===== src/design/lcc_pkg.sv =====
// Shared types, codes and constants of the level-crossing controller.
// No dependencies; every other design file refers to it by scoped names.
`default_nettype none

package lcc_pkg;

  localparam int Windows  = 2;
  localparam int MaxRes   = 4;
  localparam int ResIdxW  = $clog2(MaxRes);
  localparam int ResCntW  = $clog2(MaxRes + 1);
  localparam int AwW      = $clog2(Windows + 1);
  localparam int MsW      = 20;
  localparam int DirW     = 8;
  localparam int OpW      = 3;
  localparam int ActW     = 4;
  localparam int CfgIdxW  = 3;
  localparam int MissW    = 8;

  localparam logic [MsW-1:0]   TickMs    = MsW'(1000);
  localparam logic [MsW-1:0]   MsMax     = {MsW{1'b1}};
  localparam logic [MissW-1:0] MissLimit = MissW'(3);
  localparam logic [MissW-1:0] MissMax   = {MissW{1'b1}};

  localparam logic [MsW-1:0] WarnRst    = MsW'(5000);
  localparam logic [MsW-1:0] CloseDlRst = MsW'(10000);
  localparam logic [MsW-1:0] OpenDlRst  = MsW'(10000);
  localparam logic [MsW-1:0] ArrivalRst = MsW'(5000);
  localparam logic [MsW-1:0] OccupyRst  = MsW'(20000);

  localparam logic [1:0] FaultGate = 2'b01;
  localparam logic [1:0] FaultWdog = 2'b10;

  typedef enum logic [OpW-1:0] {
    OP_TICK      = 3'd0,
    OP_APPROACH  = 3'd1,
    OP_CLEAR     = 3'd2,
    OP_WATCHDOG  = 3'd3,
    OP_HEARTBEAT = 3'd4,
    OP_REPORT    = 3'd5
  } opcode_e;

  typedef enum logic [2:0] {
    MODE_OPEN      = 3'd0,
    MODE_WARN      = 3'd1,
    MODE_CLOSING   = 3'd2,
    MODE_CLOSED    = 3'd3,
    MODE_PRESENT   = 3'd4,
    MODE_OPENING   = 3'd5,
    MODE_RECLOSING = 3'd6,
    MODE_FAULT     = 3'd7
  } mode_e;

  typedef enum logic [ActW-1:0] {
    ACT_NONE    = 4'd0,
    ACT_CLOSE   = 4'd1,
    ACT_OPEN    = 4'd2,
    ACT_FLON    = 4'd3,
    ACT_FLOFF   = 4'd4,
    ACT_PROCEED = 4'd5,
    ACT_STOP    = 4'd6,
    ACT_RECLOSE = 4'd7,
    ACT_FAULT   = 4'd8
  } action_e;

  typedef enum logic [CfgIdxW-1:0] {
    CFG_WARN     = 3'd0,
    CFG_CLOSE_DL = 3'd1,
    CFG_OPEN_DL  = 3'd2,
    CFG_ARRIVAL  = 3'd3,
    CFG_OCCUPY   = 3'd4
  } cfg_reg_e;

  typedef enum logic [1:0] {
    XS_OPEN    = 2'd0,
    XS_WARNING = 2'd1,
    XS_CLOSED  = 2'd2,
    XS_FAULT   = 2'd3
  } xstate_e;

  typedef enum logic [1:0] {
    LINK_SAME     = 2'd0,
    LINK_DEGRADED = 2'd1,
    LINK_RECONN   = 2'd2
  } link_chg_e;

  typedef enum logic [1:0] {
    RSN_NONE      = 2'd0,
    RSN_NOT_FAULT = 2'd1,
    RSN_NOT_OPEN  = 2'd2
  } reason_e;

  typedef struct packed {
    logic [OpW-1:0]  opcode;
    logic [DirW-1:0] direction;
    logic            gate_closed_seen;
    logic            gate_open_seen;
    logic            heartbeat_acked;
  } evt_t;

  typedef struct packed {
    logic [ActW-1:0] action;
    logic [DirW-1:0] action_direction;
    logic            last_result;
    logic [1:0]      xing_state;
    logic [1:0]      fault_flags;
    logic            link_connected;
    logic [1:0]      link_change;
    logic            reply_ack;
    logic [1:0]      reply_reason;
    logic            fault_report_flag;
  } res_t;

  typedef struct packed {
    logic               load;
    logic               eval;
    logic [ResIdxW-1:0] sel;
  } cmd_t;

  typedef struct packed {
    logic [ResCntW-1:0] count;
  } stat_t;

endpackage

`default_nettype wire


===== src/design/lcc_if.sv =====
// Handshake channels of the level-crossing controller: events, results, config.
// Depends on lcc_pkg for field widths.
`default_nettype none

interface lcc_evt_if;
  logic                      valid;
  logic                      ready;
  logic [lcc_pkg::OpW-1:0]   opcode;
  logic [lcc_pkg::DirW-1:0]  direction;
  logic                      gate_closed_seen;
  logic                      gate_open_seen;
  logic                      heartbeat_acked;

  modport source (output valid, opcode, direction, gate_closed_seen, gate_open_seen,
                  heartbeat_acked, input ready);
  modport sink (input valid, opcode, direction, gate_closed_seen, gate_open_seen,
                heartbeat_acked, output ready);
endinterface

interface lcc_res_if;
  logic                      valid;
  logic                      ready;
  logic [lcc_pkg::ActW-1:0]  action;
  logic [lcc_pkg::DirW-1:0]  action_direction;
  logic                      last_result;
  logic [1:0]                xing_state;
  logic [1:0]                fault_flags;
  logic                      link_connected;
  logic [1:0]                link_change;
  logic                      reply_ack;
  logic [1:0]                reply_reason;
  logic                      fault_report_flag;

  modport source (output valid, action, action_direction, last_result, xing_state,
                  fault_flags, link_connected, link_change, reply_ack, reply_reason,
                  fault_report_flag, input ready);
  modport sink (input valid, action, action_direction, last_result, xing_state,
                fault_flags, link_connected, link_change, reply_ack, reply_reason,
                fault_report_flag, output ready);
endinterface

interface lcc_cfg_if;
  logic                        valid;
  logic                        ready;
  logic [lcc_pkg::CfgIdxW-1:0] index;
  logic [lcc_pkg::MsW-1:0]     data;

  modport source (output valid, index, data, input ready);
  modport sink (input valid, index, data, output ready);
endinterface

`default_nettype wire


===== src/design/lcc_ctrl.sv =====
// Sequencer of the level-crossing controller: accept, evaluate, emit beats.
// Depends on lcc_pkg for the command and status structs.
`default_nettype none

module lcc_ctrl (
  input  wire logic           clk_i,
  input  wire logic           rst_ni,
  input  wire logic           evt_valid_i,
  output logic                evt_ready_o,
  output logic                res_valid_o,
  input  wire logic           res_ready_i,
  output lcc_pkg::cmd_t       cmd_o,
  input  wire lcc_pkg::stat_t stat_i
);

  typedef enum logic [1:0] {
    S_IDLE,
    S_EVAL,
    S_EMIT
  } state_e;

  state_e                      state_q;
  logic [lcc_pkg::ResIdxW-1:0] idx_q;
  logic                        last_beat;

  assign last_beat   = ({1'b0, idx_q} == lcc_pkg::ResCntW'(stat_i.count - 1'b1));
  assign evt_ready_o = (state_q == S_IDLE);
  assign res_valid_o = (state_q == S_EMIT);

  assign cmd_o.load = (state_q == S_IDLE) && evt_valid_i;
  assign cmd_o.eval = (state_q == S_EVAL);
  assign cmd_o.sel  = idx_q;

  always_ff @(posedge clk_i or negedge rst_ni) begin
    if (!rst_ni) begin
      state_q <= S_IDLE;
      idx_q   <= '0;
    end else begin
      case (state_q)
        S_IDLE: begin
          if (evt_valid_i) begin
            state_q <= S_EVAL;
          end
        end
        S_EVAL: begin
          idx_q   <= '0;
          state_q <= S_EMIT;
        end
        S_EMIT: begin
          if (res_ready_i) begin
            if (last_beat) begin
              state_q <= S_IDLE;
            end else begin
              idx_q <= idx_q + 1'b1;
            end
          end
        end
        default: begin
          state_q <= S_IDLE;
        end
      endcase
    end
  end

endmodule

`default_nettype wire


===== src/design/lcc_datapath.sv =====
// Datapath of the level-crossing controller: config, crossing state, windows,
// evaluation of one event and the buffer of its result beats. Uses lcc_pkg.
`default_nettype none

module lcc_datapath (
  input  wire logic                        clk_i,
  input  wire logic                        rst_ni,
  input  wire lcc_pkg::cmd_t               cmd_i,
  output lcc_pkg::stat_t                   stat_o,
  input  wire lcc_pkg::evt_t               evt_i,
  input  wire logic                        cfg_we_i,
  input  wire logic [lcc_pkg::CfgIdxW-1:0] cfg_index_i,
  input  wire logic [lcc_pkg::MsW-1:0]     cfg_data_i,
  output lcc_pkg::res_t                    res_o
);

  localparam int W  = lcc_pkg::Windows;
  localparam int MR = lcc_pkg::MaxRes;

  logic [lcc_pkg::MsW-1:0] warn_q, close_dl_q, open_dl_q, arrival_q, occupy_q;

  lcc_pkg::evt_t              item_q;
  lcc_pkg::mode_e             mode_q, mode_d;
  logic [lcc_pkg::MsW-1:0]    el_q, el_d, el_inc;
  logic                       win_act_q [W];
  logic                       win_act_d [W];
  logic [lcc_pkg::DirW-1:0]   win_dir_q [W];
  logic [lcc_pkg::DirW-1:0]   win_dir_d [W];
  logic [lcc_pkg::MsW-1:0]    win_rem_q [W];
  logic [lcc_pkg::MsW-1:0]    win_rem_d [W];
  logic [lcc_pkg::AwW-1:0]    aw_q, aw_d, aw_t;
  logic [1:0]                 flt_q, flt_d;
  logic                       rep_q, rep_d;
  logic                       link_q, link_d;
  logic [lcc_pkg::MissW-1:0]  miss_q, miss_d, miss_t;

  logic [lcc_pkg::ActW-1:0]   acts   [MR];
  logic [lcc_pkg::DirW-1:0]   adirs  [MR];
  logic [lcc_pkg::ResCntW-1:0] cnt;
  logic [1:0]                 lchg;
  logic                       ack;
  logic [1:0]                 reason;
  logic                       taken;
  logic                       trk_en, hit, fault_go;
  logic [lcc_pkg::MsW-1:0]    trk_load;
  logic [1:0]                 fbit;
  logic [1:0]                 xs;

  logic [lcc_pkg::ActW-1:0]    buf_act_q [MR];
  logic [lcc_pkg::DirW-1:0]    buf_dir_q [MR];
  logic [lcc_pkg::ResCntW-1:0] buf_cnt_q;
  logic [1:0]                  buf_xs_q, buf_flt_q, buf_lchg_q, buf_reason_q;
  logic                        buf_link_q, buf_ack_q, buf_taken_q;

  assign el_inc = (el_q > (lcc_pkg::MsMax - lcc_pkg::TickMs)) ? lcc_pkg::MsMax
                                                              : el_q + lcc_pkg::TickMs;

  always_comb begin
    mode_d    = mode_q;
    el_d      = el_q;
    win_act_d = win_act_q;
    win_dir_d = win_dir_q;
    win_rem_d = win_rem_q;
    aw_d      = aw_q;
    aw_t      = aw_q;
    flt_d     = flt_q;
    rep_d     = rep_q;
    link_d    = link_q;
    miss_d    = miss_q;
    miss_t    = miss_q;
    for (int k = 0; k < MR; k++) begin
      acts[k]  = lcc_pkg::ACT_NONE;
      adirs[k] = '0;
    end
    cnt      = '0;
    lchg     = lcc_pkg::LINK_SAME;
    ack      = 1'b0;
    reason   = lcc_pkg::RSN_NONE;
    taken    = 1'b0;
    trk_en   = 1'b0;
    trk_load = '0;
    hit      = 1'b0;
    fault_go = 1'b0;
    fbit     = '0;

    case (item_q.opcode)
      lcc_pkg::OP_TICK: begin
        case (mode_q)
          lcc_pkg::MODE_WARN: begin
            if (el_inc >= warn_q) begin
              acts[0] = lcc_pkg::ACT_CLOSE;
              cnt     = lcc_pkg::ResCntW'(1);
              mode_d  = lcc_pkg::MODE_CLOSING;
              el_d    = '0;
            end else begin
              el_d = el_inc;
            end
          end
          lcc_pkg::MODE_CLOSING, lcc_pkg::MODE_RECLOSING: begin
            if (item_q.gate_closed_seen) begin
              mode_d = lcc_pkg::MODE_CLOSED;
              el_d   = '0;
              for (int i = 0; i < W; i++) begin
                if (win_act_q[i] && (cnt < lcc_pkg::ResCntW'(MR))) begin
                  acts[cnt[lcc_pkg::ResIdxW-1:0]]  = lcc_pkg::ACT_PROCEED;
                  adirs[cnt[lcc_pkg::ResIdxW-1:0]] = win_dir_q[i];
                  cnt = cnt + 1'b1;
                end
              end
            end else if (el_inc >= close_dl_q) begin
              fault_go = 1'b1;
              fbit     = lcc_pkg::FaultGate;
            end else begin
              el_d = el_inc;
            end
          end
          lcc_pkg::MODE_CLOSED: begin
            if (!item_q.gate_closed_seen) begin
              fault_go = 1'b1;
              fbit     = lcc_pkg::FaultGate;
            end else if (el_inc >= arrival_q) begin
              for (int i = 0; i < W; i++) begin
                if (win_act_q[i] && (win_rem_q[i] == '0)) begin
                  win_rem_d[i] = occupy_q;
                end
              end
              mode_d = lcc_pkg::MODE_PRESENT;
              el_d   = '0;
            end else begin
              el_d = el_inc;
            end
          end
          lcc_pkg::MODE_PRESENT: begin
            if (!item_q.gate_closed_seen) begin
              fault_go = 1'b1;
              fbit     = lcc_pkg::FaultGate;
            end else begin
              for (int i = 0; i < W; i++) begin
                if (win_act_q[i]) begin
                  if (win_rem_q[i] <= lcc_pkg::TickMs) begin
                    win_rem_d[i] = '0;
                    win_act_d[i] = 1'b0;
                    if (aw_t != '0) begin
                      aw_t = aw_t - 1'b1;
                    end
                  end else begin
                    win_rem_d[i] = win_rem_q[i] - lcc_pkg::TickMs;
                  end
                end
              end
              aw_d = aw_t;
              if (aw_t == '0) begin
                acts[0] = lcc_pkg::ACT_STOP;
                acts[1] = lcc_pkg::ACT_OPEN;
                cnt     = lcc_pkg::ResCntW'(2);
                mode_d  = lcc_pkg::MODE_OPENING;
                el_d    = '0;
              end
            end
          end
          lcc_pkg::MODE_OPENING: begin
            if (item_q.gate_open_seen) begin
              acts[0] = lcc_pkg::ACT_FLOFF;
              cnt     = lcc_pkg::ResCntW'(1);
              mode_d  = lcc_pkg::MODE_OPEN;
              el_d    = '0;
            end else if (el_inc >= open_dl_q) begin
              fault_go = 1'b1;
              fbit     = lcc_pkg::FaultGate;
            end else begin
              el_d = el_inc;
            end
          end
          default: begin
          end
        endcase
      end
      lcc_pkg::OP_APPROACH: begin
        case (mode_q)
          lcc_pkg::MODE_OPEN: begin
            acts[0]  = lcc_pkg::ACT_FLON;
            adirs[0] = item_q.direction;
            cnt      = lcc_pkg::ResCntW'(1);
            trk_en   = 1'b1;
            mode_d   = lcc_pkg::MODE_WARN;
            el_d     = '0;
          end
          lcc_pkg::MODE_WARN, lcc_pkg::MODE_CLOSING, lcc_pkg::MODE_RECLOSING: begin
            trk_en = 1'b1;
          end
          lcc_pkg::MODE_CLOSED, lcc_pkg::MODE_PRESENT: begin
            trk_en   = 1'b1;
            trk_load = (mode_q == lcc_pkg::MODE_PRESENT) ? occupy_q : '0;
            if (!item_q.gate_closed_seen) begin
              fault_go = 1'b1;
              fbit     = lcc_pkg::FaultGate;
            end else begin
              acts[0]  = lcc_pkg::ACT_PROCEED;
              adirs[0] = item_q.direction;
              cnt      = lcc_pkg::ResCntW'(1);
            end
          end
          lcc_pkg::MODE_OPENING: begin
            acts[0] = lcc_pkg::ACT_RECLOSE;
            acts[1] = lcc_pkg::ACT_CLOSE;
            cnt     = lcc_pkg::ResCntW'(2);
            trk_en  = 1'b1;
            mode_d  = lcc_pkg::MODE_RECLOSING;
            el_d    = '0;
          end
          default: begin
          end
        endcase
      end
      lcc_pkg::OP_CLEAR: begin
        if (mode_q != lcc_pkg::MODE_FAULT) begin
          reason = lcc_pkg::RSN_NOT_FAULT;
        end else if (item_q.gate_open_seen) begin
          mode_d = lcc_pkg::MODE_OPEN;
          el_d   = '0;
          flt_d  = '0;
          aw_d   = '0;
          for (int i = 0; i < W; i++) begin
            win_act_d[i] = 1'b0;
          end
          ack = 1'b1;
        end else begin
          reason = lcc_pkg::RSN_NOT_OPEN;
        end
      end
      lcc_pkg::OP_WATCHDOG: begin
        if (mode_q != lcc_pkg::MODE_FAULT) begin
          fault_go = 1'b1;
          fbit     = lcc_pkg::FaultWdog;
        end
      end
      lcc_pkg::OP_HEARTBEAT: begin
        if (item_q.heartbeat_acked) begin
          if (!link_q) begin
            link_d = 1'b1;
            lchg   = lcc_pkg::LINK_RECONN;
          end
          miss_d = '0;
        end else begin
          if (miss_q != lcc_pkg::MissMax) begin
            miss_t = miss_q + 1'b1;
          end
          miss_d = miss_t;
          if ((miss_t >= lcc_pkg::MissLimit) && link_q) begin
            link_d = 1'b0;
            lchg   = lcc_pkg::LINK_DEGRADED;
          end
        end
      end
      lcc_pkg::OP_REPORT: begin
        taken = rep_q;
        rep_d = 1'b0;
      end
      default: begin
      end
    endcase

    // track the approaching direction: refresh a matching window, else take a free one
    if (trk_en) begin
      for (int i = 0; i < W; i++) begin
        if (!hit && win_act_q[i] && (win_dir_q[i] == item_q.direction)) begin
          win_rem_d[i] = trk_load;
          hit          = 1'b1;
        end
      end
      for (int i = 0; i < W; i++) begin
        if (!hit && !win_act_q[i]) begin
          win_act_d[i] = 1'b1;
          win_dir_d[i] = item_q.direction;
          win_rem_d[i] = trk_load;
          aw_d         = aw_q + 1'b1;
          hit          = 1'b1;
        end
      end
    end

    if (fault_go) begin
      acts[0] = lcc_pkg::ACT_CLOSE;
      acts[1] = lcc_pkg::ACT_FAULT;
      cnt     = lcc_pkg::ResCntW'(2);
      mode_d  = lcc_pkg::MODE_FAULT;
      el_d    = '0;
      flt_d   = flt_q | fbit;
      rep_d   = 1'b1;
    end

    if (cnt == '0) begin
      cnt = lcc_pkg::ResCntW'(1);
    end

    case (mode_d)
      lcc_pkg::MODE_OPEN: xs = lcc_pkg::XS_OPEN;
      lcc_pkg::MODE_WARN, lcc_pkg::MODE_CLOSING, lcc_pkg::MODE_RECLOSING: xs = lcc_pkg::XS_WARNING;
      lcc_pkg::MODE_FAULT: xs = lcc_pkg::XS_FAULT;
      default: xs = lcc_pkg::XS_CLOSED;
    endcase
  end

  always_ff @(posedge clk_i or negedge rst_ni) begin
    if (!rst_ni) begin
      warn_q     <= lcc_pkg::WarnRst;
      close_dl_q <= lcc_pkg::CloseDlRst;
      open_dl_q  <= lcc_pkg::OpenDlRst;
      arrival_q  <= lcc_pkg::ArrivalRst;
      occupy_q   <= lcc_pkg::OccupyRst;
    end else if (cfg_we_i) begin
      case (cfg_index_i)
        lcc_pkg::CFG_WARN:     warn_q     <= cfg_data_i;
        lcc_pkg::CFG_CLOSE_DL: close_dl_q <= cfg_data_i;
        lcc_pkg::CFG_OPEN_DL:  open_dl_q  <= cfg_data_i;
        lcc_pkg::CFG_ARRIVAL:  arrival_q  <= cfg_data_i;
        lcc_pkg::CFG_OCCUPY:   occupy_q   <= cfg_data_i;
        default: begin
        end
      endcase
    end
  end

  always_ff @(posedge clk_i or negedge rst_ni) begin
    if (!rst_ni) begin
      mode_q <= lcc_pkg::MODE_OPEN;
      el_q   <= '0;
      for (int i = 0; i < W; i++) begin
        win_act_q[i] <= 1'b0;
        win_dir_q[i] <= '0;
        win_rem_q[i] <= '0;
      end
      aw_q   <= '0;
      flt_q  <= '0;
      rep_q  <= 1'b0;
      link_q <= 1'b0;
      miss_q <= '0;
    end else if (cmd_i.eval) begin
      mode_q    <= mode_d;
      el_q      <= el_d;
      win_act_q <= win_act_d;
      win_dir_q <= win_dir_d;
      win_rem_q <= win_rem_d;
      aw_q      <= aw_d;
      flt_q     <= flt_d;
      rep_q     <= rep_d;
      link_q    <= link_d;
      miss_q    <= miss_d;
    end
  end

  always_ff @(posedge clk_i) begin
    if (cmd_i.load) begin
      item_q <= evt_i;
    end
    if (cmd_i.eval) begin
      buf_act_q    <= acts;
      buf_dir_q    <= adirs;
      buf_cnt_q    <= cnt;
      buf_xs_q     <= xs;
      buf_flt_q    <= flt_d;
      buf_link_q   <= link_d;
      buf_lchg_q   <= lchg;
      buf_ack_q    <= ack;
      buf_reason_q <= reason;
      buf_taken_q  <= taken;
    end
  end

  assign stat_o.count = buf_cnt_q;

  assign res_o.action            = buf_act_q[cmd_i.sel];
  assign res_o.action_direction  = buf_dir_q[cmd_i.sel];
  assign res_o.last_result       = ({1'b0, cmd_i.sel} == lcc_pkg::ResCntW'(buf_cnt_q - 1'b1));
  assign res_o.xing_state        = buf_xs_q;
  assign res_o.fault_flags       = buf_flt_q;
  assign res_o.link_connected    = buf_link_q;
  assign res_o.link_change       = buf_lchg_q;
  assign res_o.reply_ack         = buf_ack_q;
  assign res_o.reply_reason      = buf_reason_q;
  assign res_o.fault_report_flag = buf_taken_q;

endmodule

`default_nettype wire


===== src/design/level_crossing_controller_unit.sv =====
// Level-crossing controller top level: sequencer plus datapath on three channels.
// After an event is accepted, the sequencer passes through the evaluate state before the first result beat is valid.
// Each event gives one or two result beats, emitted from the result buffer one beat per cycle
// while res ready is high; a new event is accepted only after its last beat is taken.
// Config writes land in registered config values; cfg ready is always high.
// Reset: crossing open, windows, faults and link cleared; config back to defaults.
`default_nettype none

module level_crossing_controller_unit (
  input  wire logic  clk_i,
  input  wire logic  rst_ni,
  lcc_evt_if.sink    evt_i,
  lcc_res_if.source  res_o,
  lcc_cfg_if.sink    cfg_i
);

  lcc_pkg::cmd_t  cmd;
  lcc_pkg::stat_t stat;
  lcc_pkg::evt_t  evt;
  lcc_pkg::res_t  res;
  logic           evt_ready;
  logic           res_valid;

  assign evt.opcode           = evt_i.opcode;
  assign evt.direction        = evt_i.direction;
  assign evt.gate_closed_seen = evt_i.gate_closed_seen;
  assign evt.gate_open_seen   = evt_i.gate_open_seen;
  assign evt.heartbeat_acked  = evt_i.heartbeat_acked;
  assign evt_i.ready          = evt_ready;
  assign cfg_i.ready          = 1'b1;

  lcc_ctrl u_ctrl (
    .clk_i       (clk_i),
    .rst_ni      (rst_ni),
    .evt_valid_i (evt_i.valid),
    .evt_ready_o (evt_ready),
    .res_valid_o (res_valid),
    .res_ready_i (res_o.ready),
    .cmd_o       (cmd),
    .stat_i      (stat)
  );

  lcc_datapath u_datapath (
    .clk_i       (clk_i),
    .rst_ni      (rst_ni),
    .cmd_i       (cmd),
    .stat_o      (stat),
    .evt_i       (evt),
    .cfg_we_i    (cfg_i.valid),
    .cfg_index_i (cfg_i.index),
    .cfg_data_i  (cfg_i.data),
    .res_o       (res)
  );

  assign res_o.valid             = res_valid;
  assign res_o.action            = res.action;
  assign res_o.action_direction  = res.action_direction;
  assign res_o.last_result       = res.last_result;
  assign res_o.xing_state        = res.xing_state;
  assign res_o.fault_flags       = res.fault_flags;
  assign res_o.link_connected    = res.link_connected;
  assign res_o.link_change       = res.link_change;
  assign res_o.reply_ack         = res.reply_ack;
  assign res_o.reply_reason      = res.reply_reason;
  assign res_o.fault_report_flag = res.fault_report_flag;

endmodule

`default_nettype wire


===== src/flat_wrapper.sv =====
// flat-port wrapper written by rule: the top's interface ports become plain ports
module level_crossing_controller_unit_flat 
  (clk_i, rst_ni, evt_i_valid, evt_i_opcode, evt_i_direction, evt_i_gate_closed_seen, evt_i_gate_open_seen, evt_i_heartbeat_acked, evt_i_ready, res_o_valid, res_o_action, res_o_action_direction, res_o_last_result, res_o_xing_state, res_o_fault_flags, res_o_link_connected, res_o_link_change, res_o_reply_ack, res_o_reply_reason, res_o_fault_report_flag, res_o_ready, cfg_i_valid, cfg_i_index, cfg_i_data, cfg_i_ready);
  lcc_evt_if evt_i_i ();
  lcc_res_if res_o_i ();
  lcc_cfg_if cfg_i_i ();
  input  wire logic clk_i;
  input  wire logic rst_ni;
  input wire logic [$bits(evt_i_i.valid)-1:0] evt_i_valid;
  input wire logic [$bits(evt_i_i.opcode)-1:0] evt_i_opcode;
  input wire logic [$bits(evt_i_i.direction)-1:0] evt_i_direction;
  input wire logic [$bits(evt_i_i.gate_closed_seen)-1:0] evt_i_gate_closed_seen;
  input wire logic [$bits(evt_i_i.gate_open_seen)-1:0] evt_i_gate_open_seen;
  input wire logic [$bits(evt_i_i.heartbeat_acked)-1:0] evt_i_heartbeat_acked;
  output wire logic [$bits(evt_i_i.ready)-1:0] evt_i_ready;
  output wire logic [$bits(res_o_i.valid)-1:0] res_o_valid;
  output wire logic [$bits(res_o_i.action)-1:0] res_o_action;
  output wire logic [$bits(res_o_i.action_direction)-1:0] res_o_action_direction;
  output wire logic [$bits(res_o_i.last_result)-1:0] res_o_last_result;
  output wire logic [$bits(res_o_i.xing_state)-1:0] res_o_xing_state;
  output wire logic [$bits(res_o_i.fault_flags)-1:0] res_o_fault_flags;
  output wire logic [$bits(res_o_i.link_connected)-1:0] res_o_link_connected;
  output wire logic [$bits(res_o_i.link_change)-1:0] res_o_link_change;
  output wire logic [$bits(res_o_i.reply_ack)-1:0] res_o_reply_ack;
  output wire logic [$bits(res_o_i.reply_reason)-1:0] res_o_reply_reason;
  output wire logic [$bits(res_o_i.fault_report_flag)-1:0] res_o_fault_report_flag;
  input wire logic [$bits(res_o_i.ready)-1:0] res_o_ready;
  input wire logic [$bits(cfg_i_i.valid)-1:0] cfg_i_valid;
  input wire logic [$bits(cfg_i_i.index)-1:0] cfg_i_index;
  input wire logic [$bits(cfg_i_i.data)-1:0] cfg_i_data;
  output wire logic [$bits(cfg_i_i.ready)-1:0] cfg_i_ready;
  assign evt_i_i.valid = evt_i_valid;
  assign evt_i_i.opcode = evt_i_opcode;
  assign evt_i_i.direction = evt_i_direction;
  assign evt_i_i.gate_closed_seen = evt_i_gate_closed_seen;
  assign evt_i_i.gate_open_seen = evt_i_gate_open_seen;
  assign evt_i_i.heartbeat_acked = evt_i_heartbeat_acked;
  assign evt_i_ready = evt_i_i.ready;
  assign res_o_valid = res_o_i.valid;
  assign res_o_action = res_o_i.action;
  assign res_o_action_direction = res_o_i.action_direction;
  assign res_o_last_result = res_o_i.last_result;
  assign res_o_xing_state = res_o_i.xing_state;
  assign res_o_fault_flags = res_o_i.fault_flags;
  assign res_o_link_connected = res_o_i.link_connected;
  assign res_o_link_change = res_o_i.link_change;
  assign res_o_reply_ack = res_o_i.reply_ack;
  assign res_o_reply_reason = res_o_i.reply_reason;
  assign res_o_fault_report_flag = res_o_i.fault_report_flag;
  assign res_o_i.ready = res_o_ready;
  assign cfg_i_i.valid = cfg_i_valid;
  assign cfg_i_i.index = cfg_i_index;
  assign cfg_i_i.data = cfg_i_data;
  assign cfg_i_ready = cfg_i_i.ready;
  level_crossing_controller_unit u_core (.clk_i(clk_i), .rst_ni(rst_ni), .evt_i(evt_i_i), .res_o(res_o_i), .cfg_i(cfg_i_i));
endmodule

===== config.mk =====
export PLATFORM = sky130hd
export DESIGN_NAME = level_crossing_controller_unit_flat
export DESIGN_NICKNAME = d
export VERILOG_FILES = /design/src/design/lcc_pkg.sv /design/src/design/lcc_if.sv /design/src/design/lcc_ctrl.sv /design/src/design/lcc_datapath.sv /design/src/design/level_crossing_controller_unit.sv /design/src/flat_wrapper.sv
export SDC_FILE = /design/constraint.sdc
export NUM_CORES = 1
export LEC_CHECK = 0
export ABC_CLOCK_PERIOD_IN_PS = 5100
export BUFFER_PORTS_ARGS = -buffer_cell sky130_fd_sc_hd__buf_2
export CAP_MARGIN = 20
export CORE_ASPECT_RATIO = 2
export CORE_MARGIN = 5
export CORE_UTILIZATION = 57
export DETAILED_ROUTE_END_ITERATION = 10
export PLACE_DENSITY = 0.78
export SYNTH_ARGS = -nofsm -noshare
export SYNTH_HDL_FRONTEND = slang
export SYNTH_SLANG_ARGS = --single-unit
export TNS_END_PERCENT = 5

===== constraint.sdc =====
create_clock -name clk_i -period 5.1 [get_ports clk_i]
set_clock_uncertainty 0.2 [all_clocks]
set_input_delay 1.02 -clock clk_i [delete_from_list [all_inputs] [get_ports clk_i]]
set_output_delay 1.02 -clock clk_i [all_outputs]
set_load 0.02 [all_outputs]

[Word-level counts from Yosys, hierarchy flattened]
Cells that the tools add are included.
Operators by class
  mux-type cells: 184
  reduce and logical (&&, ||, !) cells: 49
  add/subtract/negate cells: 10
  bitwise gates (word level): 7
  order comparisons: 12
  equality and inequality tests: 39
Operators with widths (number)
  two-way mux 20 bit: 27
  two-way mux 40 bit: 5
  case mux 20 bit (5 select lines): 1
  two-way mux 32 bit: 3
  two-way mux 8 bit: 12
  >= comparator 20 bit: 4
  case mux 40 bit (2 select lines): 1
  two-way mux 2 bit: 39
  case mux 20 bit (3 select lines): 1
  two-way mux 3 bit: 19
  case mux 8 bit (2 select lines): 3
  <= comparator 20 x 10 -> 1 bit, second input constant: 2
  zero test 20 bit: 2
  two-way mux 1 bit: 40
  subtractor 20 x 10 -> 20 bit, second input constant: 2
  bitwise mux 32 bit: 1
  two-way mux 16 bit: 2
  case mux 2 bit (3 select lines): 5
  equality test 3 bit, second input constant: 8
  two-way mux 4 bit: 6
  equality test 3 x 2 -> 1 bit, second input constant: 7
  adder 20 x 10 -> 20 bit, second input constant: 1
  greater-than comparator 20 bit, second input constant: 1
  case mux 3 bit (3 select lines): 2
  52 further kinds: 107
Word-level totals
  input port bits: 42
  logic and storage cells: 343
  bits in registers: 275
  output and inout port bits: 27

[Logic depth before layout (Yosys ltp)]
Gate-level depths: netlist of run 1.
  depth in word-level cells: 23
  depth in mapped cells: 18

[Hierarchy]
From an unflattened synthesis of run 1, not the netlist that was laid out.
Second synthesis, totals
  cells, all modules: 1652
  area, all modules: 15424.8 sq um
Modules (own cells, without submodules)
  lcc_datapath: cells each 1618, area an instance 15088.2 sq um, times used 1, seq. area each 6412.4 sq um
  lcc_ctrl: cells each 32, area an instance 325.3 sq um, times used 1, seq. area each 100.1 sq um
  level_crossing_controller_unit: cells each 2, area an instance 11.3 sq um, times used 1, seq. area each 0.0 sq um

[Worst setup path before layout of run 1]
No wires, ideal clock.
  path kind: reg-to-reg
  start point: register u_core.u_datapath.el_q[8] (netlist name)
  end point: register u_core.u_datapath.buf_xs_q[0], data pin
  cell stages (with the launch flop): 19
  arrival: 4.907 ns
  path slack: -0.273 ns
  cell sequence: dfrtp_1 > or4_1 > or2_2 > or4_1 > nand3_1 > or3_1 > clkbuf_1 > clkbuf_1 > nor2b_1 > ha_1 > nand2b_1 > a2111o_1 > a311oi_1 > a21oi_1 > a31oi_1 > o21ai_1 > clkbuf_1 > nand3b_1 > xor2_1
Between the ends
  cells in the longest elaborated chain, start to end: 11
Ends and longest elaborated chain
  start: declaration: line lcc_datapath.sv:24  | logic [lcc_pkg::MsW-1:0] el_q, el_d, el_inc;
  start signal: assignment: line lcc_datapath.sv:340  | el_q <= el_d;
  adder 20 x 10 -> 20 bit / greater-than comparator 20 bit (equally long branches): line lcc_datapath.sv:56, lcc_datapath.sv:55
  two-way mux 20 bit *: line lcc_datapath.sv:55  | assign el_inc = (el_q > (lcc_pkg::MsMax - lcc_pkg::TickMs)) ? lcc_pkg::MsMax
  >= comparator 20 bit (on tied branches): line lcc_datapath.sv:167, lcc_datapath.sv:110
  two-way mux 1 bit (on tied branches): line lcc_datapath.sv:167, lcc_datapath.sv:110
  two-way mux 1 bit (on tied branches): line lcc_datapath.sv:162, lcc_datapath.sv:100
  case mux 1 bit (3 select lines) *: line lcc_datapath.sv:88  | case (mode_q)
  case mux 1 bit (3 select lines) *: line lcc_datapath.sv:86  | case (item_q.opcode)
  via u_core.u_datapath.fault_go: line lcc_datapath.sv:44  | logic trk_en, hit, fault_go;
  two-way mux 3 bit *: line lcc_datapath.sv:282  | if (fault_go) begin
  equality test 3 x 1 -> 1 bit (tied with other cells): line lcc_datapath.sv:296  | case (mode_d)
  OR reduction 3 bit: line lcc_datapath.sv:296
  case mux 2 bit (3 select lines) *: line lcc_datapath.sv:296
  end signal: assignment: line lcc_datapath.sv:360  | buf_xs_q <= xs;
  end: declaration: line lcc_datapath.sv:52  | logic [1:0] buf_xs_q, buf_flt_q, buf_lchg_q, buf_reason_q;
The timed path passes the listed nets; every way through them passes the cells marked *.
A chain may end at the register's enable or synchronous reset.

[Worst setup path after layout of run 1]
  start point: register u_core.u_datapath.el_q[8] (netlist name)
  end point: register u_core.u_datapath.buf_xs_q[0], data pin
Between the ends
  cells in the longest elaborated chain, start to end: 11
Ends and longest elaborated chain
  adder 20 x 10 -> 20 bit / greater-than comparator 20 bit (equally long branches): line lcc_datapath.sv:56, lcc_datapath.sv:55
  two-way mux 20 bit *: line lcc_datapath.sv:55
  >= comparator 20 bit (on tied branches): line lcc_datapath.sv:121, lcc_datapath.sv:110, lcc_datapath.sv:167
  two-way mux 3 bit (tied with other cells): line lcc_datapath.sv:121  | end else if (el_inc >= arrival_q) begin
  two-way mux 3 bit (tied with other cells): line lcc_datapath.sv:118  | if (!item_q.gate_closed_seen) begin
  case mux 3 bit (5 select lines) / case mux 1 bit (3 select lines) (equally long branches): line lcc_datapath.sv:88
  case mux 3 bit (3 select lines) / case mux 1 bit (3 select lines) (equally long branches): line lcc_datapath.sv:86
  two-way mux 3 bit *: line lcc_datapath.sv:282
  equality test 3 x 1 -> 1 bit (tied with other cells): line lcc_datapath.sv:296
  OR reduction 3 bit: line lcc_datapath.sv:296
  case mux 2 bit (3 select lines) *: line lcc_datapath.sv:296
Mark *: on every way between the ends. The rest lies on a longest branch, timed or not.

==> results of run 1 <==
## metrics by stage
| stage | area (µm²) | utilization, % | hold slack (ps) | setup WS, ps |
|---|---|---|---|---|
| floorplan | 15100 | - | 238 | 2.31 |
| global placement | 16300 | 62.1 | 251 | -281 |
| detailed placement | 16300 | 62.2 | 261 | -327 |
| CTS | 17200 | 65.4 | 275 | 9.37 |
| global route | 17400 | 66.2 | 313 | -130 |
| finish | 17400 | 66.2 | 269 | 58.6 |
## layout make-up
| cell class | instances | share of cell area, % |
|---|---|---|
| multi-input cells | 1207 | 46.5 |
| flip-flops and latches | 249 | 37.4 |
| repair buffers | 168 | 6.74 |
| clock buffers | 31 | 3.66 |
| well taps | 344 | 2.47 |
| inverters | 106 | 2.29 |
| clock inverters | 13 | 0.935 |
## power by group through the flow
stage / sequential, mW / combinational [mW] / clock, mW
after floorplan: 2.92 / 2.40 / 0
after global placement: 3.12 / 3.38 / 0
after CTS: 3.11 / 3.53 / 1.88
after global routing: 3.19 / 4.07 / 1.96
final: 3.13 / 3.73 / 1.85
after detailed placement: 3.14 / 3.48 / 0
## sequential cells by signal (all words and copies together), names as in the netlist, 14 cells and up
signal / flops
u_core.u_datapath.arrival_q: 20
u_core.u_datapath.buf_dir_q: 16
u_core.u_datapath.close_dl_q: 20
u_core.u_datapath.el_q: 20
u_core.u_datapath.item_q: 14
u_core.u_datapath.occupy_q: 20
u_core.u_datapath.open_dl_q: 20
u_core.u_datapath.warn_q: 20
u_core.u_datapath.win_dir_q: 16
u_core.u_datapath.win_rem_q: 40
## what timing repair did
| item | 4_1_cts | 5_1_grt |
|---|---|---|
| buffers inserted | 1 | 6 |
| hold endpoints to repair | 0 | 0 |
| setup endpoints to repair | 28 | 68 |
| gates resized for setup | 6 | 44 |
| pin swaps | 2 | 16 |
## metal layers
metal  vias to the layer above  global-route usage (%)  part of all wire, %  wire length [µm]
met3                       255                    3.73                  6.2              2830
met4                         0                    26.0                  9.8              4500
met1                      6479                    29.7                   32             14700
met2                       684                    54.5                   52             23700
met5                         -                       0                    0                 0
li1                       6216                       -                    -                 -
## worst max-delay path: stages (launching register included)
cell and delay, ps:
dfrtp_1 370, or4_1 550, or2_2 310, or4_1 500, nand3_1 110, or3_1 130
buf_4 160, buf_4 150, nand2_1 130, ha_1 310, nand2_1 100, nor3_2 220
a221oi_1 100, buf_4 160, o41ai_1 340, buf_4 200, nor3b_4 200, o221ai_1 140
nor3b_2 200, xor2_1 180
## cells by family after synthesis
logic type      count (synthesis)  synth area share (%)
compound gates                466                  19.5
xor+xnor                       34                  1.97
fa+ha+maj                      94                  7.79
buf+inv                       191                  4.90
flops                         249                  43.1
mux                            73                  5.33
other cells                     1                0.0248
simple gates                  539                  17.4
## Yosys cell counts (all sizes together) (20+ instances only)
cell and instances:
nor3 45, edfxtp 50, a22o 21, and2 20
nand3 31, o21ai 166, dfstp 25, a211oi 23
nor4 28, nand4 20, dfrtp 174, nor2 132
nand2 172, ha 94, a31oi 20, a21oi 101
inv 106, clkbuf 78, mux2 59
## path summary, 6_finish.rpt
kind	from	endpoint	slack [ps]	cells past startpoint
worst max-delay path	u_core.u_datapath.el_q[8]$_DFFE_PN0P_	u_core.u_datapath.buf_xs_q[0]$_SDFFCE_PN0P_	60	19
worst min-delay path	u_core.u_datapath.rep_q$_DFFE_PN0P_	u_core.u_datapath.rep_q$_DFFE_PN0P_	270	2
worst max register to register	u_core.u_datapath.el_q[8]$_DFFE_PN0P_	u_core.u_datapath.buf_xs_q[0]$_SDFFCE_PN0P_	60	19
worst min register to register	u_core.u_datapath.rep_q$_DFFE_PN0P_	u_core.u_datapath.rep_q$_DFFE_PN0P_	270	2
max in group asynchronous	rst_ni	u_core.u_datapath.win_rem_q[4]$_DFFE_PN0P_	3390	2
min in group asynchronous	rst_ni	u_core.u_datapath.win_dir_q[12]$_DFFE_PN0P_	280	1
==> run metrics, run 1 <==
status complete, no violations; cell taking the most area after synthesis dfrtp_1; unrepaired setup endpoints after global routing true; Area contributors post-synth dfrtp_1 (29%), edfxtp_1 (9.9%), ha_1 (7.8%); final non-filler cell total 2,118; Required @ worst endpoint 5190 ps; Slew @ Worst Pin 1060 ps; first-pass GRT wire length 71,500 µm; vias in the first global route 13,700; GPL Wtd Cong 1.01; Antenna Cells 0; most frequent cells in the layout dfrtp_1 (174), nand2_1 (169), o21ai_0 (153), nor2_1 (128), inv_1 (105); CTS Buffer Depth 3; Clock Sink Count 249; final setup violation count 0; Worst setup EP type register; post-DR vias/cell 6.44; Clk pwr share 21.3%; area of the multi-input gates 8080 µm²; final hold vios 0; leakage power 7.41 nW; GRT Util Overall 30.0%; Inst Count DP 2,067; Die H 240 µm; layout cell share with drive strength beyond 1 19.3%; total congestion overflow 0; Final Slew Violations 0; critical-path maximum fanout 7; setup_tns 0 ps; NetSw 3.57 mW; Max Freq 198 MHz; Syn Std Cell Area 15,100 µm²; post-synth top area share 28.8%; Initial Util 57.5%; Max-Cap Viols 0; internal power 5.15 mW; level count of the clock H-tree 1; sequential area share after synthesis 43.1%; Root Driver clkbuf_16; worst vdd ir 0.452 mV; routed via count 13,600; Power Total 8.72 mW; commonest non-fill, non-tap cell in the layout dfrtp_1; async set-reset flop share out of synthesis 79.9%; Final nets 1,892; Rel. slew slack 29.1%; Routed WL per cell 21.6 µm; register area 6510 µm²; final routed DRC violation total 0; CTS tree done; Netlist cell types 79; synthesized flop and latch total 249; Yosys Warn Count 0; Clock Latency Late Sink 560 ps; critical path type reg2reg; Hold Path Class reg2reg; largest net degree at the start of global routing 85; final worst path period share 98.9%; area of the core 26,300 µm²; combinational power share 42.8%; cts hold-fix bufs 0; clk slew on worst S/H paths 70 ps; Chip Width 125 µm; Die Area 30,100 µm²; antenna violations before repair 0; Reg power frac 35.9%; port buffer count 67; I/O pin count 69; First DRT Iteration DRCs 1,159; fillers 2,134; Post-Synthesis Cells 1,647; syn nets 1,783; post-route ant nets 0; EDFF count, synth 50; switching share of power 40.9%; Num CTS Buffers 24; crit path DAT 5130 ps; Std-Cell Rows 84; area grow syn2layout 15.1%; predominant post-synthesis flop cell dfrtp_1; CP Launch Type register; Total Wirelength 45,800 µm; syn avg cell area 9.17 µm²; Final min period 5040 ps; drt first pass iters 8; dpl hpwl 34,200 µm; PwrDens 501 nW/µm²
(Power assumes the default switching activity.)
==> run 2: changes to the inputs <==
- CORE_UTILIZATION: 57 -> 58
- CTS_BUF_LIST: unset -> sky130_fd_sc_hd__clkbuf_4
- PLACE_DENSITY: 0.78 -> 0.79
==> run metrics, run 2 (synthesis results as in run 1) <==
layout cell share with drive strength beyond 1 22.1% (+2.7 points); most frequent cells in the layout dfrtp_1 (174), nand2_1 (171), o21ai_0 (153), nor2_1 (130), inv_1 (105); total congestion overflow 0 (unchanged); critical-path cell list or4_4 > or2_4 > or4_4 > nand3_2 > or3_4 > buf_4 > nand2_2 > ha_1 > nand4_1 > nor4_4 > a311oi_4 > a31oi_1 > buf_4 > o21ai_1 > o221ai_2 > nor3b_4 > mux2i_1; Total Wirelength 45,700 µm (-0.15%); Worst setup EP type register; GRT Util Overall 31.1% (+1.2 points); crit path DAT 5410 ps (+280 ps); Required @ worst endpoint 5470 ps (+280 ps); antenna violations before repair 2 (+2); worst path buffer plus inverter count 2 (-2); Final min period 5050 ps (+4.35 ps); final hold vios 0 (unchanged); GPL Wtd Cong 1.02 (+1.4%); setup_tns 0 ps (unchanged); max reg flops 40 (unchanged); DP Area 16,300 µm² (about the same); post-DR vias/cell 6.30 (-2.1%); Std-Cell Rows 83 (-1.2%); met2 Use GR 55.6% (+1.0 points); grt met3 use 5.43% (+1.7 points); Max-Cap Viols 0 (unchanged); Die H 238 µm (-0.83%); level count of the clock H-tree 2 (+1); Final Slew Violations 0 (unchanged); critical path type reg2reg; worst reg2reg path depth 17 (-2); first-pass GRT wire length 71,600 µm (about the same); Root Driver clkbuf_4; met1 usage 30.8% (+1.2 points); Initial Util 58.9% (+1.4 points); commonest non-fill, non-tap cell in the layout dfrtp_1; Die Area 29,600 µm² (-1.6%); dpl hpwl 33,900 µm (-0.79%); Most flops, register u_core.u_datapath.win_rem_q; Rel. slew slack 34.5% (+5.3 points); I/O pin count 69 (unchanged); largest net degree at the start of global routing 114 (+34%); First DRT Iteration DRCs 827 (-29%); FF-to-FF End u_core.u_datapath.buf_xs_q[1]$_SDFFCE_PN1P_; critical path depth in cells 17 (-2); Hold Path Class in2async; worst vdd ir 0.351 mV (-22%); CTS Buffer Depth 3 (unchanged); area grow syn2layout 14.9%; GRT busiest layer met2; R2R Setup Slk 50 ps (about the same); leakage power 7.49 nW (+1.1%); routed via count 13,700 (+0.76%); crit-path max cell delay 530 ps (-20 ps); Chip Width 124 µm (-0.80%); final setup violation count 0 (unchanged); clk slew on worst S/H paths 70 ps (about the same); final worst path period share 98.9% (about the same); status complete, no violations; Clock Latency Late Sink 760 ps (+200 ps); cts hold-fix bufs 0 (unchanged); Top delay family on crit path simple AND/OR/NAND/NOR gates; PwrDens 490 nW/µm² (-2.3%); area of the core 25,700 µm² (-2.4%); post-route ant nets 0 (unchanged); Final nets 1,926 (+1.8%); Clock Sink Count 249 (unchanged); final routed DRC violation total 0 (unchanged); critical-path maximum fanout 5 (-2); post-route design area 17,400 µm² (-0.17%); worst flop-to-flop path startpoint u_core.u_datapath.el_q[8]$_DFFE_PN0P_; drt first pass iters 7 (-1); Max Freq 198 MHz (about the same); Slew @ Worst Pin 976 ps (-85.1 ps); CP Launch Type register; Routed WL per cell 21.0 µm (-2.9%); CTS tree done; slowest cell on the critical path or4_4; fillers 2,042 (-4.3%); vias in the first global route 14,000 (+1.9%); Num CTS Buffers 56 (+130%); port buffer count 67 (unchanged)
run 2: report_power, final:
part | leakage (nW) | total (mW) | switching [mW] | internal, mW
clock network | 0.447 | 1.63 | 0.818 | 0.813
logic | 4.13 | 3.73 | 2.19 | 1.54
registers | 2.91 | 3.14 | 0.564 | 2.58
total | 7.49 | 8.51 | 3.57 | 4.93
run 2: how the worst max path moves through the flow:
stage                                          start                                     endpoint  slack (ps)
6_report       u_core.u_datapath.el_q[8]$_DFFE_PN0P_  u_core.u_datapath.buf_xs_q[1]$_SDFFCE_PN1P_          50
5_1_grt        u_core.u_datapath.el_q[8]$_DFFE_PN0P_  u_core.u_datapath.buf_xs_q[0]$_SDFFCE_PN0P_         -70
4_1_cts        u_core.u_datapath.el_q[8]$_DFFE_PN0P_  u_core.u_datapath.buf_xs_q[1]$_SDFFCE_PN1P_          -3
3_5_place_dp   u_core.u_datapath.el_q[8]$_DFFE_PN0P_        u_core.u_datapath.el_q[3]$_DFFE_PN0P_        -350
3_3_place_gp   u_core.u_datapath.el_q[8]$_DFFE_PN0P_        u_core.u_datapath.el_q[3]$_DFFE_PN0P_        -270
2_1_floorplan  u_core.u_datapath.el_q[8]$_DFFE_PN0P_  u_core.u_datapath.buf_xs_q[0]$_SDFFCE_PN0P_           2
run 2: layout make-up:
class / instances / area (µm²) / share of cell area, %
inverters: 106 / 398 / 2.29
clock buffers: 92 / 691 / 3.98
diodes: 3 / 7.51 / 0.0432
clock inverters: 12 / 51.3 / 0.295
well taps: 340 / 425 / 2.45
flip-flops and latches: 249 / 6510 / 37.5
multi-input cells: 1207 / 8110 / 46.7
repair buffers: 170 / 1170 / 6.74
run 2: per-layer routing:
layer | up-vias | part of all wire [%]
met1 | 6528 | 33
met5 | - | 0
met4 | 0 | 8.8
met2 | 640 | 53
met3 | 234 | 5.7
li1 | 6336 | -
run 2: worst register-to-register path: stages (launching register included):
cell,delay [ps]
dfrtp_1,380
or4_4,530
or2_4,240
or4_4,510
nand3_2,100
or3_4,160
buf_4,160
nand2_2,120
ha_1,320
nand4_1,290
nor4_4,430
a311oi_4,140
a31oi_1,240
buf_4,200
o21ai_1,80
o221ai_2,200
nor3b_4,300
mux2i_1,240
run 2: through the flow:
stage	utilization [%]	power [mW]	setup slack (ps)	hold WS, ps	instances
2_1_floorplan	-	5.32	2.31	238	1647
3_3_place_gp	63.6	6.54	-273	254	2064
3_5_place_dp	63.7	6.66	-354	258	2065
4_1_cts	66.8	8.35	-3.09	206	2171
5_1_grt	67.7	9.03	-67.1	211	2178
6_report	67.7	8.51	54.3	199	2179
run 2: timing repair:
action	in CTS	in global routing
endpoints found under the setup margin	56	72
pin swaps	2	18
buffers inserted	2	2
cloned	0	1
resized for setup	11	44
==> run 3: changes to the inputs <==
- ABC_CLOCK_PERIOD_IN_PS: 5100 -> 5700
- CORE_UTILIZATION: 58 -> 59
- PLACE_DENSITY: 0.79 -> 0.77
- clock period: 5.1 -> 5.7 ns (I/O delays scaled with it)
==> run metrics, run 3 (synthesis results as in run 1) <==
drt first pass iters 8 (+1); final setup violation count 0 (unchanged); Clk pwr share 20.5% (+1.3 points); critical path type reg2reg; clk slew on worst S/H paths 80 ps (about the same); met1 usage 37.1% (+6.2 points); Rel. slew slack 32.2% (-2.3 points); NetSw 3.06 mW (-15%); post-DR vias/cell 6.42 (+1.8%); Root Driver clkbuf_4; Max-Cap Viols 0 (unchanged); grt met3 use 5.23% (-0.20 points); CTS Buffer Depth 3 (unchanged); antenna violations before repair 1 (-1); final worst path period share 96.0% (-2.9 points); leakage power 7.09 nW (-5.4%); worst vdd ir 0.298 mV (-15%); area of the core 25,400 µm² (-0.81%); crit path DAT 5770 ps (+360 ps); combinational power share 40.4% (-3.5 points); CTS tree done; unrepaired setup endpoints after global routing false; CP Launch Type register; vias in the first global route 13,300 (-5.0%); GRT busiest layer met2; Most flops, register u_core.u_datapath.win_rem_q; Final nets 1,857 (-3.6%); I/O pin count 69 (unchanged); PwrDens 436 nW/µm² (-11%); Hold Slack 174 ps (-25.2 ps); Required @ worst endpoint 5990 ps (+520 ps); Reg power frac 39.1% (+2.2 points); status complete, no violations; Total Wirelength 42,500 µm (-6.9%); Slew @ Worst Pin 1010 ps (+37.6 ps); Hold Path Class in2async; Final min period 5470 ps (+426 ps); Max Freq 183 MHz (-7.8%); most frequent cells in the layout dfrtp_1 (174), nand2_1 (172), o21ai_0 (160), nor2_1 (131), inv_1 (105); DP Area 15,800 µm² (-3.2%); Num CTS Buffers 56 (unchanged); layout cell share with drive strength beyond 1 17.3% (-4.8 points); internal power 4.19 mW (-15%); First DRT Iteration DRCs 1,333 (+61%); worst flop-to-flop path startpoint u_core.u_datapath.el_q[7]$_DFFE_PN0P_; Routed WL per cell 20.2 µm (-3.9%); R2R Setup Slk 230 ps (+170 ps); max reg flops 40 (unchanged); dpl hpwl 30,400 µm (-10%); critical-path maximum fanout 11 (+6); Worst setup EP type register; Clock Latency Late Sink 800 ps (+40 ps); FF-to-FF End u_core.u_datapath.buf_xs_q[0]$_SDFFCE_PN0P_; fillers 2,072 (+1.5%); largest net degree at the start of global routing 116 (+1.8%); Initial Util 59.4% (+0.48 points); met2 Use GR 48.0% (-7.6 points); Final Slew Violations 0 (unchanged); GRT Util Overall 29.4% (-1.7 points); GPL Wtd Cong 0.957 (-6.5%); port buffer count 67 (unchanged); area grow syn2layout 10.1%; final hold vios 0 (unchanged); post-route ant nets 0 (unchanged); routed via count 13,500 (-1.5%); final core occ 65.4% (-2.3 points); Die Area 29,100 µm² (-1.6%); worst reg2reg path depth 18 (+1); post-route design area 16,600 µm² (-4.2%); Std-Cell Rows 83 (unchanged); total congestion overflow 0 (unchanged); final routed DRC violation total 0 (unchanged); switching share of power 42.2% (+0.17 points); commonest non-fill, non-tap cell in the layout dfrtp_1; Clock Sink Count 249 (unchanged); Chip Width 123 µm (-0.78%); first-pass GRT wire length 68,700 µm (-4.0%); Die H 236 µm (-0.82%); level count of the clock H-tree 2 (unchanged)
run 3: layer usage:
| layer | up-vias | part of all wire (%) |
|---|---|---|
| met5 | - | 0 |
| met4 | 0 | 5.5 |
| met3 | 179 | 7.3 |
| met2 | 616 | 49 |
| met1 | 6549 | 39 |
| li1 | 6192 | - |
run 3: critical path, stage by stage (launching register included):
cell,delay (ps)
dfrtp_1,440
or4_1,530
or2_2,320
or4_1,520
nand3_1,160
or3_4,200
buf_4,160
nand2_1,160
ha_1,350
a21oi_1,150
nor3_1,80
a2111oi_2,450
buf_4,180
nand3_1,70
a31oi_1,360
o21ai_2,190
buf_4,220
nor3b_2,320
xor2_1,110
run 3: worst max-delay path by stage:
stage,startpoint,slack (ps),cells past startpoint,end
4_1_cts,u_core.u_datapath.el_q[7]$_DFFE_PN0P_,40,16,u_core.u_datapath.buf_xs_q[0]$_SDFFCE_PN0P_
5_1_grt,u_core.u_datapath.el_q[7]$_DFFE_PN0P_,60,17,u_core.u_datapath.buf_xs_q[1]$_SDFFCE_PN1P_
3_5_place_dp,u_core.u_datapath.el_q[7]$_DFFE_PN0P_,-280,17,u_core.u_datapath.el_q[18]$_DFFE_PN0P_
2_1_floorplan,u_core.u_datapath.el_q[8]$_DFFE_PN0P_,330,18,u_core.u_datapath.buf_xs_q[0]$_SDFFCE_PN0P_
3_3_place_gp,u_core.u_datapath.el_q[8]$_DFFE_PN0P_,-120,17,u_core.u_datapath.el_q[8]$_DFFE_PN0P_
6_report,u_core.u_datapath.el_q[7]$_DFFE_PN0P_,230,18,u_core.u_datapath.buf_xs_q[0]$_SDFFCE_PN0P_
run 3: area by class of cell:
type	count	area (µm²)	share of cell area (%)
multi-input combinational	1207	7910	47.5
inverter	106	398	2.39
tap	340	425	2.56
clock inverter	19	109	0.654
sequential	249	6510	39.2
clock buffer	86	646	3.88
antenna	1	2.50	0.0150
timing repair buffer	101	632	3.80
run 3: power by group through the flow:
stage / sequential [mW] / clock, mW / combinational [mW]
2_1_floorplan: 2.61 / 0 / 2.14
3_3_place_gp: 2.82 / 0 / 2.71
3_5_place_dp: 2.84 / 0 / 2.82
4_1_cts: 2.81 / 1.51 / 2.87
5_1_grt: 2.89 / 1.60 / 3.24
6_report: 2.83 / 1.49 / 2.93
run 3: repair_timing:
item / 4_1_cts / 5_1_grt
setup endpoints to repair: 25 / 35
cloned: 0 / 0
resized for setup: 4 / 7
buffers inserted: 2 / 0
pin swaps: 2 / 0
hold buffers: 0 / 0
run 3: through the flow:
step                power, mW  cells  setup slack (ps)  setup TNS, ps
floorplan                4.75   1647               327              0
global placement         5.53   2000              -117          -1770
detailed placement       5.67   2001              -276          -4780
CTS                      7.19   2108              41.1              0
global route             7.73   2109              58.6              0
finish                   7.24   2109               228              0
